==> config.mk <==
export PLATFORM = sky130hd
export DESIGN_NAME = fvn_sum_tree
export DESIGN_NICKNAME = d
export VERILOG_FILES = /design/src/hdl/fvn_pkg.sv /design/src/hdl/fvn_sum_tree.sv
export SDC_FILE = /design/constraint.sdc
export NUM_CORES = 1
export LEC_CHECK = 0
export BUFFER_PORTS_ARGS = -buffer_cell sky130_fd_sc_hd__buf_2
export CAP_MARGIN = 20
export CORE_MARGIN = 2
export CORE_UTILIZATION = 30
export CTS_CLUSTER_DIAMETER = 120
export DETAILED_ROUTE_END_ITERATION = 12
export MAX_ROUTING_LAYER = met4
export PLACE_DENSITY = 0.54
export SYNTH_ARGS = -nofsm -noshare
export SYNTH_HDL_FRONTEND = slang
export SYNTH_SLANG_ARGS = --single-unit
==> constraint.sdc <==
create_clock -name clock -period 10.24 [get_ports clock]
set_clock_uncertainty 0.2 [all_clocks]
set_input_delay 1.536 -clock clock [delete_from_list [all_inputs] [get_ports clock]]
set_output_delay 1.536 -clock clock [all_outputs]
set_load 0.01 [all_outputs]
==> src/hdl/fvn_pkg.sv <==
// Shared constants, types and tables for the fractal value noise block.
// Used by the interfaces, every module of the block and the checker.
`timescale 1ns / 1ps

package fvn_pkg;

   localparam int MAX_OCTAVES     = 8;

   localparam int COORD_WIDTH     = 32;
   localparam int NOISE_WIDTH     = 16;
   localparam int SEED_WIDTH      = 32;
   localparam int COUNT_REG_WIDTH = 4;
   localparam int CSR_DATA_WIDTH  = 32;
   localparam int CSR_INDEX_WIDTH = 1;

   localparam int OCT_INDEX_WIDTH = (MAX_OCTAVES > 1) ? $clog2(MAX_OCTAVES) : 1;
   localparam int OCT_COUNT_WIDTH = $clog2(MAX_OCTAVES + 1);

   localparam int FRAC_WIDTH      = 16;
   localparam int LATTICE_WIDTH   = 24;
   localparam int ROW_WIDTH       = 41;
   localparam int SUM_WIDTH       = 56;

   // pipeline layout: input register, octave lanes, adder tree, normaliser
   localparam int LANE_STAGES     = 5;
   localparam int TREE_LEVELS     = (MAX_OCTAVES > 1) ? $clog2(MAX_OCTAVES) : 1;
   localparam int TREE_SIZE       = 1 << TREE_LEVELS;
   localparam int NORM_STAGES     = 3;
   localparam int LANE_FIRST      = 1;
   localparam int TREE_FIRST      = LANE_FIRST + LANE_STAGES;
   localparam int NORM_FIRST      = TREE_FIRST + TREE_LEVELS;
   localparam int PIPE_DEPTH      = NORM_FIRST + NORM_STAGES;

   localparam logic [31:0] HASH_MUL_X       = 32'd374761393;
   localparam logic [31:0] HASH_MUL_Y       = 32'd668265263;
   localparam logic [31:0] HASH_MUL_SEED    = 32'd2147483647;
   localparam logic [31:0] HASH_MUL_MIX     = 32'd1274126177;
   localparam logic [31:0] OCTAVE_SEED_STEP = 32'd101;

   localparam logic [16:0] ONE_Q16      = 17'h10000;
   localparam logic [17:0] SMOOTH_THREE = 18'd196608;

   // hash offsets of the four corners, index {dy, dx}
   localparam logic [31:0] CORNER_OFFSET [4] = '{
      32'd0, HASH_MUL_X, HASH_MUL_Y, HASH_MUL_X + HASH_MUL_Y
   };

   typedef enum logic [CSR_INDEX_WIDTH-1:0] {
      CSR_NOISE_SEED   = 1'b0,
      CSR_OCTAVE_COUNT = 1'b1
   } csr_index_type;

   typedef struct packed {
      logic [LANE_STAGES-1:0] load;
   } lane_ctrl_type;

   typedef struct packed {
      logic [TREE_LEVELS-1:0] load;
   } tree_ctrl_type;

   typedef struct packed {
      logic [NORM_STAGES-1:0] load;
   } norm_ctrl_type;

   // floor(2^32 / (2^n - 1)); all ones stands in for n = 1
   function automatic logic [31:0] div_recip(input logic [COUNT_REG_WIDTH-1:0] n);
      logic [31:0] r;
      unique case (n)
         4'd2:    r = 32'h55555555;
         4'd3:    r = 32'h24924924;
         4'd4:    r = 32'h11111111;
         4'd5:    r = 32'h08421084;
         4'd6:    r = 32'h04104104;
         4'd7:    r = 32'h02040810;
         4'd8:    r = 32'h01010101;
         4'd9:    r = 32'h00804020;
         4'd10:   r = 32'h00401004;
         4'd11:   r = 32'h00200400;
         4'd12:   r = 32'h00100100;
         default: r = 32'hFFFFFFFF;
      endcase
      return r;
   endfunction

endpackage

==> src/hdl/fvn_sum_tree.sv <==
// Registered adder tree over the octave lanes, dropping octaves beyond the count.
// Depends on fvn_pkg.
`timescale 1ns / 1ps

module fvn_sum_tree (
   input  logic                                clock,
   input  fvn_pkg::tree_ctrl_type              ctrl,
   input  logic [fvn_pkg::OCT_COUNT_WIDTH-1:0] octave_count,
   input  logic [fvn_pkg::SUM_WIDTH-1:0]       octave_value [fvn_pkg::MAX_OCTAVES],
   output logic [fvn_pkg::SUM_WIDTH-1:0]       sum_value
);
   import fvn_pkg::*;

   logic [SUM_WIDTH-1:0] leaf [TREE_SIZE];
   logic [SUM_WIDTH-1:0] node_ff [TREE_LEVELS][TREE_SIZE/2];

   for (genvar j = 0; j < TREE_SIZE; j++) begin : g_leaf
      if (j < MAX_OCTAVES) begin : g_lane
         assign leaf[j] = (OCT_COUNT_WIDTH'(j) < octave_count) ? octave_value[j] : '0;
      end else begin : g_pad
         assign leaf[j] = '0;
      end
   end

   for (genvar l = 0; l < TREE_LEVELS; l++) begin : g_level
      for (genvar j = 0; j < (TREE_SIZE >> (l + 1)); j++) begin : g_node
         if (l == 0) begin : g_first
            always_ff @(posedge clock) begin
               if (ctrl.load[l]) begin
                  node_ff[l][j] <= leaf[2*j] + leaf[2*j+1];
               end
            end
         end else begin : g_upper
            always_ff @(posedge clock) begin
               if (ctrl.load[l]) begin
                  node_ff[l][j] <= node_ff[l-1][2*j] + node_ff[l-1][2*j+1];
               end
            end
         end
      end
   end

   assign sum_value = node_ff[TREE_LEVELS-1][0];

endmodule

==> flow_summary.toml <==
[power_and_ir_drop]
p_clk_frac = 0.192
leakagePower_uw = 0.0182
irDropWorstVdd_mv = 0.126
p_sw_frac = 0.410
switchingPower_uw = 3610
p_per_area_nw_per_um2 = 212
p_int_uw = 5190
combPwrFrac = 0.493
sequentialPowerShare = 0.314

[sta]
worst_slew_pin_slew_ns = 1.01
finalSetupViolations = 0
fin_crit_sh = 0.659
hold_viol_final = 0
setup_tns_ns = 0
max_freq_ghz = 0.148
rsz0062_at_grt = "no"
period_minus_slack_ns = 6.75
maxSlewViolCount = 0
relSlewSlack = 0.329

[drt]
num_vias = 30500
post_drt_wl_per_cell_um = 20.0
drcViolationCount = 0
avgViaCountPerCell = 5.11
drt_iter0_drc = 2143
drtAntennaViolNets = 0
wl_mm = 119
dr.pass1.iters = 5

[floorplanning]
die_area_sq_um = 123000
coreArea_sq_um = 120000
initial_utilization = 0.302
die_h_um = 351
rows = 127
io_pins = 512
die_w_um = 351

[cts]
post_cts_resize_count = 0
htreeDepth = 2
clock_sinks = 392
cts_hold_buf = 0
cts_buffer_depth = 3
cts_tree = "built"
post_cts_buffers = 0
clk_pin_slew_worst_paths_ns = 0.06
cts_buffers = 48
clk_latency_ns = 0.65
root_buffer = "clkbuf_16"

[global_routing]
grt_max_degree = 156
antenna_found_initial = 12
grt_pass1_vias = 30200
grt_usage = 0.194
grt_pass1_wl_mm = 178
grt-ovfl-total = 0

[yosys]
synth_edf_count = 392
synth_nets = 4802
async_flop_share = 0
yosysWarnings = 0
synth_most_common_cell = "a21oi_1"
synth_largest_area_cell = "edfxtp_1"
synthCells = 3954
synth_top_area_share = 0.326
synth.ff_latch_count = 392
avgSynthCellArea_sq_um = 9.13
syn_area_sq_um = 36100
yosys-top-cells-count = "a21oi_1, edfxtp_1, ha_1"
synthFlopType = "edfxtp_1"
ys_types = 85
synth_area_leaders = "edfxtp_1, ha_1, a21oi_1, xnor2_1, a21o_1"
synth_seq_area_share = 0.326

[setup_path]
critPathArrivalTime_ns = 6.92
worst-path-max-fanout = 57
path_class = "in2reg"
r2r_slack_ns = 5.92
cp-start-kind = "input pin"
endpoint_kind = "flip-flop"
required_ns = 10.42

[place]
portBuffers = 511
place_congestion = 0.894
dp.cells = 5889
place_hpwl_mm = 99.8

[finish]
syn_to_final_growth_pct = 14.7
largest_reg_flops = 392
drive_gt1_frac = 0.147
largest_registers = "node_ff: 392 flops"
largest_register = "node_ff"
fill_cells = 12500
fin_cells = 5979
nets = 5175

[run_status]
status = "finished clean"

[flow_run]
cap_violations = 0

[worst_hold_path]
worstHoldPathType = "reg2reg"
cells by family (layout without fill, tap and decap cells):
group | count (synthesis) | after routing | share of synthesized area
adder cells (fa/ha/maj) | 392 | 392 | 0.137
buffers and inverters | 292 | 699 | 0.0364
flip-flops | 392 | 392 | 0.326
XOR/XNOR | 370 | 370 | 0.0898
other | 0 | 6 | 0
multiplexers | 2 | 2 | 0.000555
AND/OR/NAND/NOR | 1243 | 1243 | 0.182
AO/OA/AOI/OAI | 1263 | 1263 | 0.228
path summary, 6_finish.rpt:
check / from / to / cells past startpoint
worst min register to register: node_ff[0][56] / node_ff[0][336] / 1
worst max-delay path: octave_count[1] / node_ff[0][218] / 18
worst max register to register: node_ff[0][60] / node_ff[0][390] / 12
worst min-delay path: node_ff[0][56] / node_ff[0][336] / 1
per-layer routing:
metal	up-vias	GRT usage	routed length, um
li1	15200	-	-
met1	14500	0.244	53700
met2	695	0.328	57900
met3	148	0.0158	3840
met4	0	0.0660	3810
met5	-	-	0
worst max-delay path: stages:
cell,delay (ns)
buf_2,0.17
or3_2,0.82
nor2_4,0.19
buf_4,0.50
nor2b_1,0.11
ha_1,0.27
fa_1,0.45
a211oi_2,0.28
o32ai_2,0.18
a2111oi_2,0.56
o21bai_1,0.22
a31o_2,0.32
a31oi_2,0.20
o21a_1,0.22
o21ai_1,0.15
a21oi_1,0.40
o31ai_1,0.15
xor2_1,0.16
cell usage in the layout (no fill, tap or decap), types with 7 or more instances in the layout:
cell type / Yosys / routed
clkinv_2: 0 / 7
clkinv_1: 0 / 10
xor2_1: 140 / 140
a21boi_0: 17 / 17
o41ai_1: 8 / 8
nand4_1: 66 / 66
a221oi_1: 20 / 20
a211o_1: 10 / 10
or2_2: 12 / 12
o21ai_1: 8 / 8
and2_1: 240 / 240
clkbuf_16: 0 / 48
nand2_1: 257 / 257
buf_2: 5 / 509
edfxtp_1: 392 / 392
buf_4: 56 / 9
nor4_1: 13 / 13
o21ai_0: 192 / 192
ha_1: 385 / 385
a31oi_1: 35 / 35
o31ai_1: 21 / 21
nand2b_1: 37 / 37
nor2b_1: 262 / 262
nor3_1: 42 / 42
a211oi_1: 31 / 31
a21o_1: 263 / 263
a21oi_1: 407 / 405
a31o_2: 8 / 8
inv_1: 95 / 95
xnor2_1: 230 / 230
nor2_1: 187 / 184
fa_1: 7 / 7
a221o_1: 11 / 11
a41oi_1: 8 / 8
o21bai_1: 82 / 82
o21a_1: 51 / 51
o211ai_1: 19 / 19
and3_1: 31 / 31
nand3_1: 68 / 68
power groups by stage:
| stage | Combinational (uW) | Sequential (uW) | Clock, uW |
|---|---|---|---|
| after floorplan | 3180 | 2610 | 0 |
| after global placement | 4370 | 2810 | 0 |
| after detailed placement | 4370 | 2810 | 0 |
| after CTS | 4390 | 2780 | 1750 |
| after global routing | 4830 | 2800 | 1800 |
| final | 4340 | 2760 | 1690 |
metrics by stage:
step                      worst slack, ns  instance area [sq um]  total power (uW)  hold slack [ns]   util
after floorplan                      4.24                  36100              5790            0.313      -
after global placement               2.91                  39800              7180            0.335  0.333
after detailed placement             2.82                  39800              7180            0.324  0.333
after CTS                            3.51                  41400              8920            0.337  0.346
after global routing                 3.12                  41400              9430            0.357  0.346
final                                3.49                  41400              8800            0.336  0.346
cell type report:
class / count / area [sq um] / area share
clock inverters: 30 / 317 / 0.00765
diodes: 6 / 15.0 / 0.000363
multi-input cells: 3270 / 23000 / 0.557
inverters: 95 / 357 / 0.00861
flip-flops and latches: 392 / 11800 / 0.284
well taps: 1612 / 2020 / 0.0487
clock buffers: 54 / 1220 / 0.0296
repair buffers: 520 / 2650 / 0.0640
Power figures use the tool's default switching activity.
