File: src/hdl/fvn_pkg.sv
// Shared constants, types and tables for the fractal value noise block.
// Used by the interfaces, every module of the block and the checker.
`timescale 1ns / 1ps

package fvn_pkg;

   localparam int MAX_OCTAVES     = 8;

   localparam int COORD_WIDTH     = 32;
   localparam int NOISE_WIDTH     = 16;
   localparam int SEED_WIDTH      = 32;
   localparam int COUNT_REG_WIDTH = 4;
   localparam int CSR_DATA_WIDTH  = 32;
   localparam int CSR_INDEX_WIDTH = 1;

   localparam int OCT_INDEX_WIDTH = (MAX_OCTAVES > 1) ? $clog2(MAX_OCTAVES) : 1;
   localparam int OCT_COUNT_WIDTH = $clog2(MAX_OCTAVES + 1);

   localparam int FRAC_WIDTH      = 16;
   localparam int LATTICE_WIDTH   = 24;
   localparam int ROW_WIDTH       = 41;
   localparam int SUM_WIDTH       = 56;

   // pipeline layout: input register, octave lanes, adder tree, normaliser
   localparam int LANE_STAGES     = 5;
   localparam int TREE_LEVELS     = (MAX_OCTAVES > 1) ? $clog2(MAX_OCTAVES) : 1;
   localparam int TREE_SIZE       = 1 << TREE_LEVELS;
   localparam int NORM_STAGES     = 3;
   localparam int LANE_FIRST      = 1;
   localparam int TREE_FIRST      = LANE_FIRST + LANE_STAGES;
   localparam int NORM_FIRST      = TREE_FIRST + TREE_LEVELS;
   localparam int PIPE_DEPTH      = NORM_FIRST + NORM_STAGES;

   localparam logic [31:0] HASH_MUL_X       = 32'd374761393;
   localparam logic [31:0] HASH_MUL_Y       = 32'd668265263;
   localparam logic [31:0] HASH_MUL_SEED    = 32'd2147483647;
   localparam logic [31:0] HASH_MUL_MIX     = 32'd1274126177;
   localparam logic [31:0] OCTAVE_SEED_STEP = 32'd101;

   localparam logic [16:0] ONE_Q16      = 17'h10000;
   localparam logic [17:0] SMOOTH_THREE = 18'd196608;

   // hash offsets of the four corners, index {dy, dx}
   localparam logic [31:0] CORNER_OFFSET [4] = '{
      32'd0, HASH_MUL_X, HASH_MUL_Y, HASH_MUL_X + HASH_MUL_Y
   };

   typedef enum logic [CSR_INDEX_WIDTH-1:0] {
      CSR_NOISE_SEED   = 1'b0,
      CSR_OCTAVE_COUNT = 1'b1
   } csr_index_type;

   typedef struct packed {
      logic [LANE_STAGES-1:0] load;
   } lane_ctrl_type;

   typedef struct packed {
      logic [TREE_LEVELS-1:0] load;
   } tree_ctrl_type;

   typedef struct packed {
      logic [NORM_STAGES-1:0] load;
   } norm_ctrl_type;

   // floor(2^32 / (2^n - 1)); all ones stands in for n = 1
   function automatic logic [31:0] div_recip(input logic [COUNT_REG_WIDTH-1:0] n);
      logic [31:0] r;
      unique case (n)
         4'd2:    r = 32'h55555555;
         4'd3:    r = 32'h24924924;
         4'd4:    r = 32'h11111111;
         4'd5:    r = 32'h08421084;
         4'd6:    r = 32'h04104104;
         4'd7:    r = 32'h02040810;
         4'd8:    r = 32'h01010101;
         4'd9:    r = 32'h00804020;
         4'd10:   r = 32'h00401004;
         4'd11:   r = 32'h00200400;
         4'd12:   r = 32'h00100100;
         default: r = 32'hFFFFFFFF;
      endcase
      return r;
   endfunction

endpackage

File: src/hdl/fvn_normalize.sv
// Divides the octave sum by the summed weights via a reciprocal table,
// with remainder correction, then saturates to Q0.16. Depends on fvn_pkg.
`timescale 1ns / 1ps

module fvn_normalize (
   input  logic                                clock,
   input  fvn_pkg::norm_ctrl_type              ctrl,
   input  logic [fvn_pkg::OCT_COUNT_WIDTH-1:0] octave_count,
   input  logic [fvn_pkg::SUM_WIDTH-1:0]       sum_value,
   output logic [fvn_pkg::NOISE_WIDTH-1:0]     noise_value
);
   import fvn_pkg::*;

   logic [MAX_OCTAVES-1:0] divisor;
   logic [31:0] recip;

   assign divisor = MAX_OCTAVES'(((MAX_OCTAVES+1)'(1) << octave_count)
                                 - (MAX_OCTAVES+1)'(1));
   assign recip   = div_recip(COUNT_REG_WIDTH'(octave_count));

   // stage 1: quotient estimate, low by at most one
   logic [31:0] scaled_in, scaled_s1_ff, quot_s1_ff;
   logic [63:0] est_prod;

   assign scaled_in = sum_value[SUM_WIDTH-1:SUM_WIDTH-32];
   assign est_prod  = 64'(scaled_in) * 64'(recip);

   always_ff @(posedge clock) begin
      if (ctrl.load[0]) begin
         scaled_s1_ff <= scaled_in;
         quot_s1_ff   <= est_prod[63:32];
      end
   end

   // stage 2: multiply back
   logic [31:0] back_in, back_ff, scaled_s2_ff, quot_s2_ff;

   assign back_in = quot_s1_ff * 32'(divisor);

   always_ff @(posedge clock) begin
      if (ctrl.load[1]) begin
         back_ff      <= back_in;
         scaled_s2_ff <= scaled_s1_ff;
         quot_s2_ff   <= quot_s1_ff;
      end
   end

   // stage 3: correct, add, saturate
   logic [31:0] remainder;
   logic        bump;
   logic [33:0] total;
   logic [NOISE_WIDTH-1:0] noise_in, noise_ff;

   assign remainder = scaled_s2_ff - back_ff;
   assign bump      = (remainder >= 32'(divisor));
   assign total     = 34'(scaled_s2_ff) + 34'(quot_s2_ff) + 34'(bump);

   always_comb begin
      if (octave_count == '0) begin
         noise_in = '0;
      end else if (|total[33:32]) begin
         noise_in = '1;
      end else begin
         noise_in = total[31:16];
      end
   end

   always_ff @(posedge clock) begin
      if (ctrl.load[2]) begin
         noise_ff <= noise_in;
      end
   end

   assign noise_value = noise_ff;

endmodule

File: config.mk
export PLATFORM = sky130hd
export DESIGN_NAME = fvn_normalize
export DESIGN_NICKNAME = d
export VERILOG_FILES = /design/src/hdl/fvn_pkg.sv /design/src/hdl/fvn_normalize.sv
export SDC_FILE = /design/constraint.sdc
export NUM_CORES = 2
export LEC_CHECK = 0
export BUFFER_PORTS_ARGS = -buffer_cell sky130_fd_sc_hd__buf_4
export CORE_MARGIN = 2
export CORE_UTILIZATION = 40
export CTS_CLUSTER_DIAMETER = 30
export CTS_CLUSTER_SIZE = 30
export DETAILED_ROUTE_END_ITERATION = 16
export MAX_ROUTING_LAYER = met4
export RECOVER_POWER = 25
export SYNTH_ARGS = -nofsm -noshare
export SYNTH_HDL_FRONTEND = slang
export SYNTH_SLANG_ARGS = --single-unit
File: constraint.sdc
create_clock -name clock -period 9 [get_ports clock]
set_input_delay 0.45 -clock clock [delete_from_list [all_inputs] [get_ports clock]]
set_output_delay 0.45 -clock clock [all_outputs]
set_load 0.005 [all_outputs]
==> summary.md <==
The logs give 0.995 for the final weighted congestion of routability-driven global placement and 6 for the initial antenna violation count. The final setup violation count was 0; the detail-routed via count per cell was 5.16. The cell that appears most often on the critical path is sky130_fd_sc_hd__fa_1. Of all nets on the critical path, the largest fanout is 6. For the largest net degree at the start of global routing, the log shows 65.

Across the run, the number of max-cap violations was 0. The post-detailed-route count of antenna-violating nets was 0. The number of placed cells counting well taps was 6665; the post-detailed-routing wire length was 150000 µm. The class of the most critical hold timing path was in -> reg.

The remaining global-route overflow is 0. Max-slew headroom at the worst pin: 9.29%. sky130_fd_sc_hd__fa_1 takes more of the synthesized area than any other cell.

The total of fill cells in the finished design is 10865, and the number of flops mapped to enable cells by yosys is 176. Measured in cells, the most critical reg-to-reg path has a length of 21. The worst hold path begins at sum_value[24]. The number of remaining DRC errors came out at 0. The number of synthesized register bits was 176. The routed wirelength normalized by instance count was 22.4 µm; the via count of the first global-routing pass was 36874. For this design, the CTS-stage hold fixing added 0 buffers.

STA puts the critical path data required time at 9.21 ns. The maximum clock skew at final layout is 0.0201 ns, and the maximum buffer depth of the clock tree is 2. The core area was 114000 µm². The placed instance area is 51500 µm², and the number of warning messages in the yosys log is 0. The count of cells in the finished layout, fillers not included, comes to 6719. After synthesis, the share of flip-flops with an asynchronous set or reset is 0%. In the post-synthesis netlist, the biggest area contributors are sky130_fd_sc_hd__fa_1 42%, sky130_fd_sc_hd__ha_1 13%, sky130_fd_sc_hd__edfxtp_1 11%.

Counting I/O delays and the setup requirement, the final critical path takes 8.79 ns. The cell with the biggest individual delay on the critical path was sky130_fd_sc_hd__fa_2. The tools report the number of buffers inserted during clock tree synthesis as 17. The floorplan has 124 rows.

The routed layout has 34681 vias. The share of cells above drive strength 1 is 13.7%, and the area share of the largest cell type after synthesis is 42.0%. Type of the worst setup path: in -> reg. STA classifies the critical path startpoint as an input pin. The clock transition at the registers of the reported paths works out to 0.08 ns. Counting every instance in the synthesized netlist gives 4822. Number of different library cells in the post-synthesis netlist: 83.

The leading register cell type out of synthesis is sky130_fd_sc_hd__edfxtp_1. The first-pass iteration count of the detailed router is 7, and the number of cells on the critical path is 36. For this design, the sink count on the clock tree is 176. TritonCTS built the clock tree. The run gives 0.44 ns as the source-to-sink clock delay at the later pin of the worst-skew pair. The run gives 40.4% as the initial core utilization. Averaged over all synthesized cells, the footprint is 9.58 µm². Once detailed placement completed, the half-perimeter wirelength came to 129000 µm. The wire length of the first global-routing pass was 229000 µm; the horizontal die dimension was 344 µm. At the worst endpoint, the arrival time is 9.00 ns. The ratio of final minimum period to clock period is 97.7%, and the synthesized netlist net count is 6316. The tools report the finished layout cell area as 52700 µm². The cell area after synthesis was 46200 µm². Among cell families on the critical path, the largest total delay comes from adder cells. The number of max-slew violations in the final report is 0. The overall die area is 118000 µm², and the die height is 344 µm.

The run gives 11.4% as the share of the yosys chip area belonging to registers. The critical path starts at octave_count[1]. After the first detailed-routing iteration, the DRC count stood at 2533.

The H-tree was split into 4 levels. The cell depth of the worst min-delay path is 1, and the final layout net count is 6683. For the pin with the worst max-slew slack, the measured transition is 1.36 ns. Hold is met by 0.372 ns.

The worst register-to-register path begins at quot_s1_ff[5]. The layout overhead on the synthesized area is 14.1%, and the count of buffering cells on the critical path with inverters included is 6. The flow ran to the end, and the final reports show no timing, DRC or antenna violations.

On the worst path, the slowest cell contributes a delay of 0.59 ns. The clock root buffer master is sky130_fd_sc_hd__clkbuf_16. For this run, the top clock speed supported by timing is 114 MHz. For this run, the total global-route usage over all layers was measured as 26.9%. The number of hold violations in the final report is 0. 80 I/O pins were placed.

The worst setup path is captured at a flip-flop. The number of buffers added on ports came out at 55.
[worst register-to-register path, stage by stage (launching register included)]
cell	delay (ns)
sky130_fd_sc_hd__edfxtp_1	0.67
sky130_fd_sc_hd__nand2b_1	0.19
sky130_fd_sc_hd__fa_1	0.55
sky130_fd_sc_hd__fa_1	0.55
sky130_fd_sc_hd__inv_1	0.05
sky130_fd_sc_hd__fa_1	0.47
sky130_fd_sc_hd__inv_1	0.05
sky130_fd_sc_hd__fa_1	0.47
sky130_fd_sc_hd__inv_1	0.04
sky130_fd_sc_hd__ha_1	0.29
sky130_fd_sc_hd__a21boi_0	0.24
sky130_fd_sc_hd__o21ai_0	0.17
sky130_fd_sc_hd__a21boi_0	0.48
sky130_fd_sc_hd__o2111ai_1	0.21
sky130_fd_sc_hd__nand3_1	0.15
sky130_fd_sc_hd__nand2_1	0.14
sky130_fd_sc_hd__o311ai_0	0.66
sky130_fd_sc_hd__a31oi_1	0.21
sky130_fd_sc_hd__a21oi_1	0.44
sky130_fd_sc_hd__a211o_1	0.21
sky130_fd_sc_hd__a21oi_1	0.08
sky130_fd_sc_hd__xnor2_1	0.14
[registers in the layout (all words and copies together) (netlist names)]
register	flops
scaled_s2_ff	32
scaled_s1_ff	32
back_ff	32
quot_s2_ff	32
noise_value	16
quot_s1_ff	32
[cell families after synthesis]
kind of cell	Yosys count	synth area share, %
AO/OA/AOI/OAI	417	6.09
adder cells (fa/ha/maj)	1430	54.5
XOR/XNOR	133	2.52
AND/OR/NAND/NOR	1315	14.4
multiplexers	5	0.111
flip-flops	176	11.4
buffers and inverters	1346	11.0
[synth_stat cells (8+ instances only)]
library cell,count
sky130_fd_sc_hd__a21o_1,55
sky130_fd_sc_hd__nand2_1,499
sky130_fd_sc_hd__edfxtp_1,176
sky130_fd_sc_hd__o21a_1,20
sky130_fd_sc_hd__ha_1,462
sky130_fd_sc_hd__or3_1,8
sky130_fd_sc_hd__and3_1,10
sky130_fd_sc_hd__nor2_1,122
sky130_fd_sc_hd__a211oi_1,8
sky130_fd_sc_hd__and2_1,412
sky130_fd_sc_hd__nor2b_1,49
sky130_fd_sc_hd__o21ai_0,59
sky130_fd_sc_hd__xnor2_1,83
sky130_fd_sc_hd__fa_1,968
sky130_fd_sc_hd__a21oi_1,130
sky130_fd_sc_hd__a31oi_1,20
sky130_fd_sc_hd__o211ai_1,8
sky130_fd_sc_hd__or2_2,44
sky130_fd_sc_hd__nand4_1,20
sky130_fd_sc_hd__inv_1,1162
sky130_fd_sc_hd__nand3_1,37
sky130_fd_sc_hd__nor3_1,36
sky130_fd_sc_hd__a31o_2,12
sky130_fd_sc_hd__nor4_1,9
sky130_fd_sc_hd__o21bai_1,18
sky130_fd_sc_hd__nand2b_1,52
sky130_fd_sc_hd__clkbuf_1,171
sky130_fd_sc_hd__xor2_1,50
[layout by cell type, fill, tap and decap left out, types with 10 or more instances in the layout]
master,n
sky130_fd_sc_hd__inv_1,1159
sky130_fd_sc_hd__fa_1,957
sky130_fd_sc_hd__buf_4,496
sky130_fd_sc_hd__nand2_1,489
sky130_fd_sc_hd__ha_1,459
sky130_fd_sc_hd__and2_1,410
sky130_fd_sc_hd__edfxtp_1,176
sky130_fd_sc_hd__a21oi_1,119
sky130_fd_sc_hd__nor2_1,113
sky130_fd_sc_hd__xnor2_1,82
sky130_fd_sc_hd__a21o_1,55
sky130_fd_sc_hd__o21ai_0,50
sky130_fd_sc_hd__xor2_1,49
sky130_fd_sc_hd__nand2b_1,48
sky130_fd_sc_hd__nor2b_1,47
sky130_fd_sc_hd__or2_2,42
sky130_fd_sc_hd__nand3_1,37
sky130_fd_sc_hd__nor3_1,36
sky130_fd_sc_hd__o21a_1,20
sky130_fd_sc_hd__nand4_1,20
sky130_fd_sc_hd__clkbuf_16,19
sky130_fd_sc_hd__buf_12,19
sky130_fd_sc_hd__a31oi_1,18
sky130_fd_sc_hd__o21bai_1,18
sky130_fd_sc_hd__a21oi_2,12
sky130_fd_sc_hd__a31o_2,12
sky130_fd_sc_hd__fa_2,11
sky130_fd_sc_hd__o21ai_2,10
sky130_fd_sc_hd__and3_1,10
[layer usage]
layer,part of all wire [%],up-vias,GRT usage (%)
met5,0,-,-
met4,3.2,0,7.41
met3,6.7,215,2.94
met2,47,1264,42.8
met1,43,17834,36.4
li1,-,15368,-
[path summary, 6_finish.rpt]
| path | end | slack (ns) |
|---|---|---|
| worst max register to register | back_ff[31] | 2.30 |
| worst min register to register | scaled_s2_ff[18] | 0.41 |
| worst max-delay path | quot_s1_ff[30] | 0.21 |
| worst min-delay path | scaled_s1_ff[0] | 0.37 |
[what timing repair did]
item | 4_1_cts | 5_1_grt
gates cloned | 1 | 3
endpoints found under the hold margin | 0 | 0
endpoints found under the setup margin | 14 | 22
pin swaps | 1 | 26
buffers inserted | 0 | 14
gates resized for setup | 10 | 81
[layout make-up]
| type | count | area (µm²) | share of cell area, % |
|---|---|---|---|
| Multi-Input combinational cell | 3300 | 36200 | 68.7 |
| Sequential cell | 176 | 5290 | 10.0 |
| Inverter | 1164 | 4370 | 8.30 |
| Timing Repair Buffer | 530 | 4280 | 8.13 |
| Tap cell | 1512 | 1890 | 3.59 |
| Clock buffer | 17 | 425 | 0.808 |
| Clock inverter | 15 | 216 | 0.411 |
| Antenna cell | 5 | 12.5 | 0.0238 |
[through the flow]
step	util, %	worst slack, ns	TNS (ns)
CTS	45.7	0.00650	0
floorplan	-	0.00459	0
finish	46.1	0.211	0
global route	46.1	-0.000330	-0.000330
detailed placement	45.1	-0.708	-12.10
global placement	45.1	-0.639	-10.66
Power is left out: the tool's default activity adds up to more than one toggle a clock period on the data nets, which glitch-free logic cannot reach.
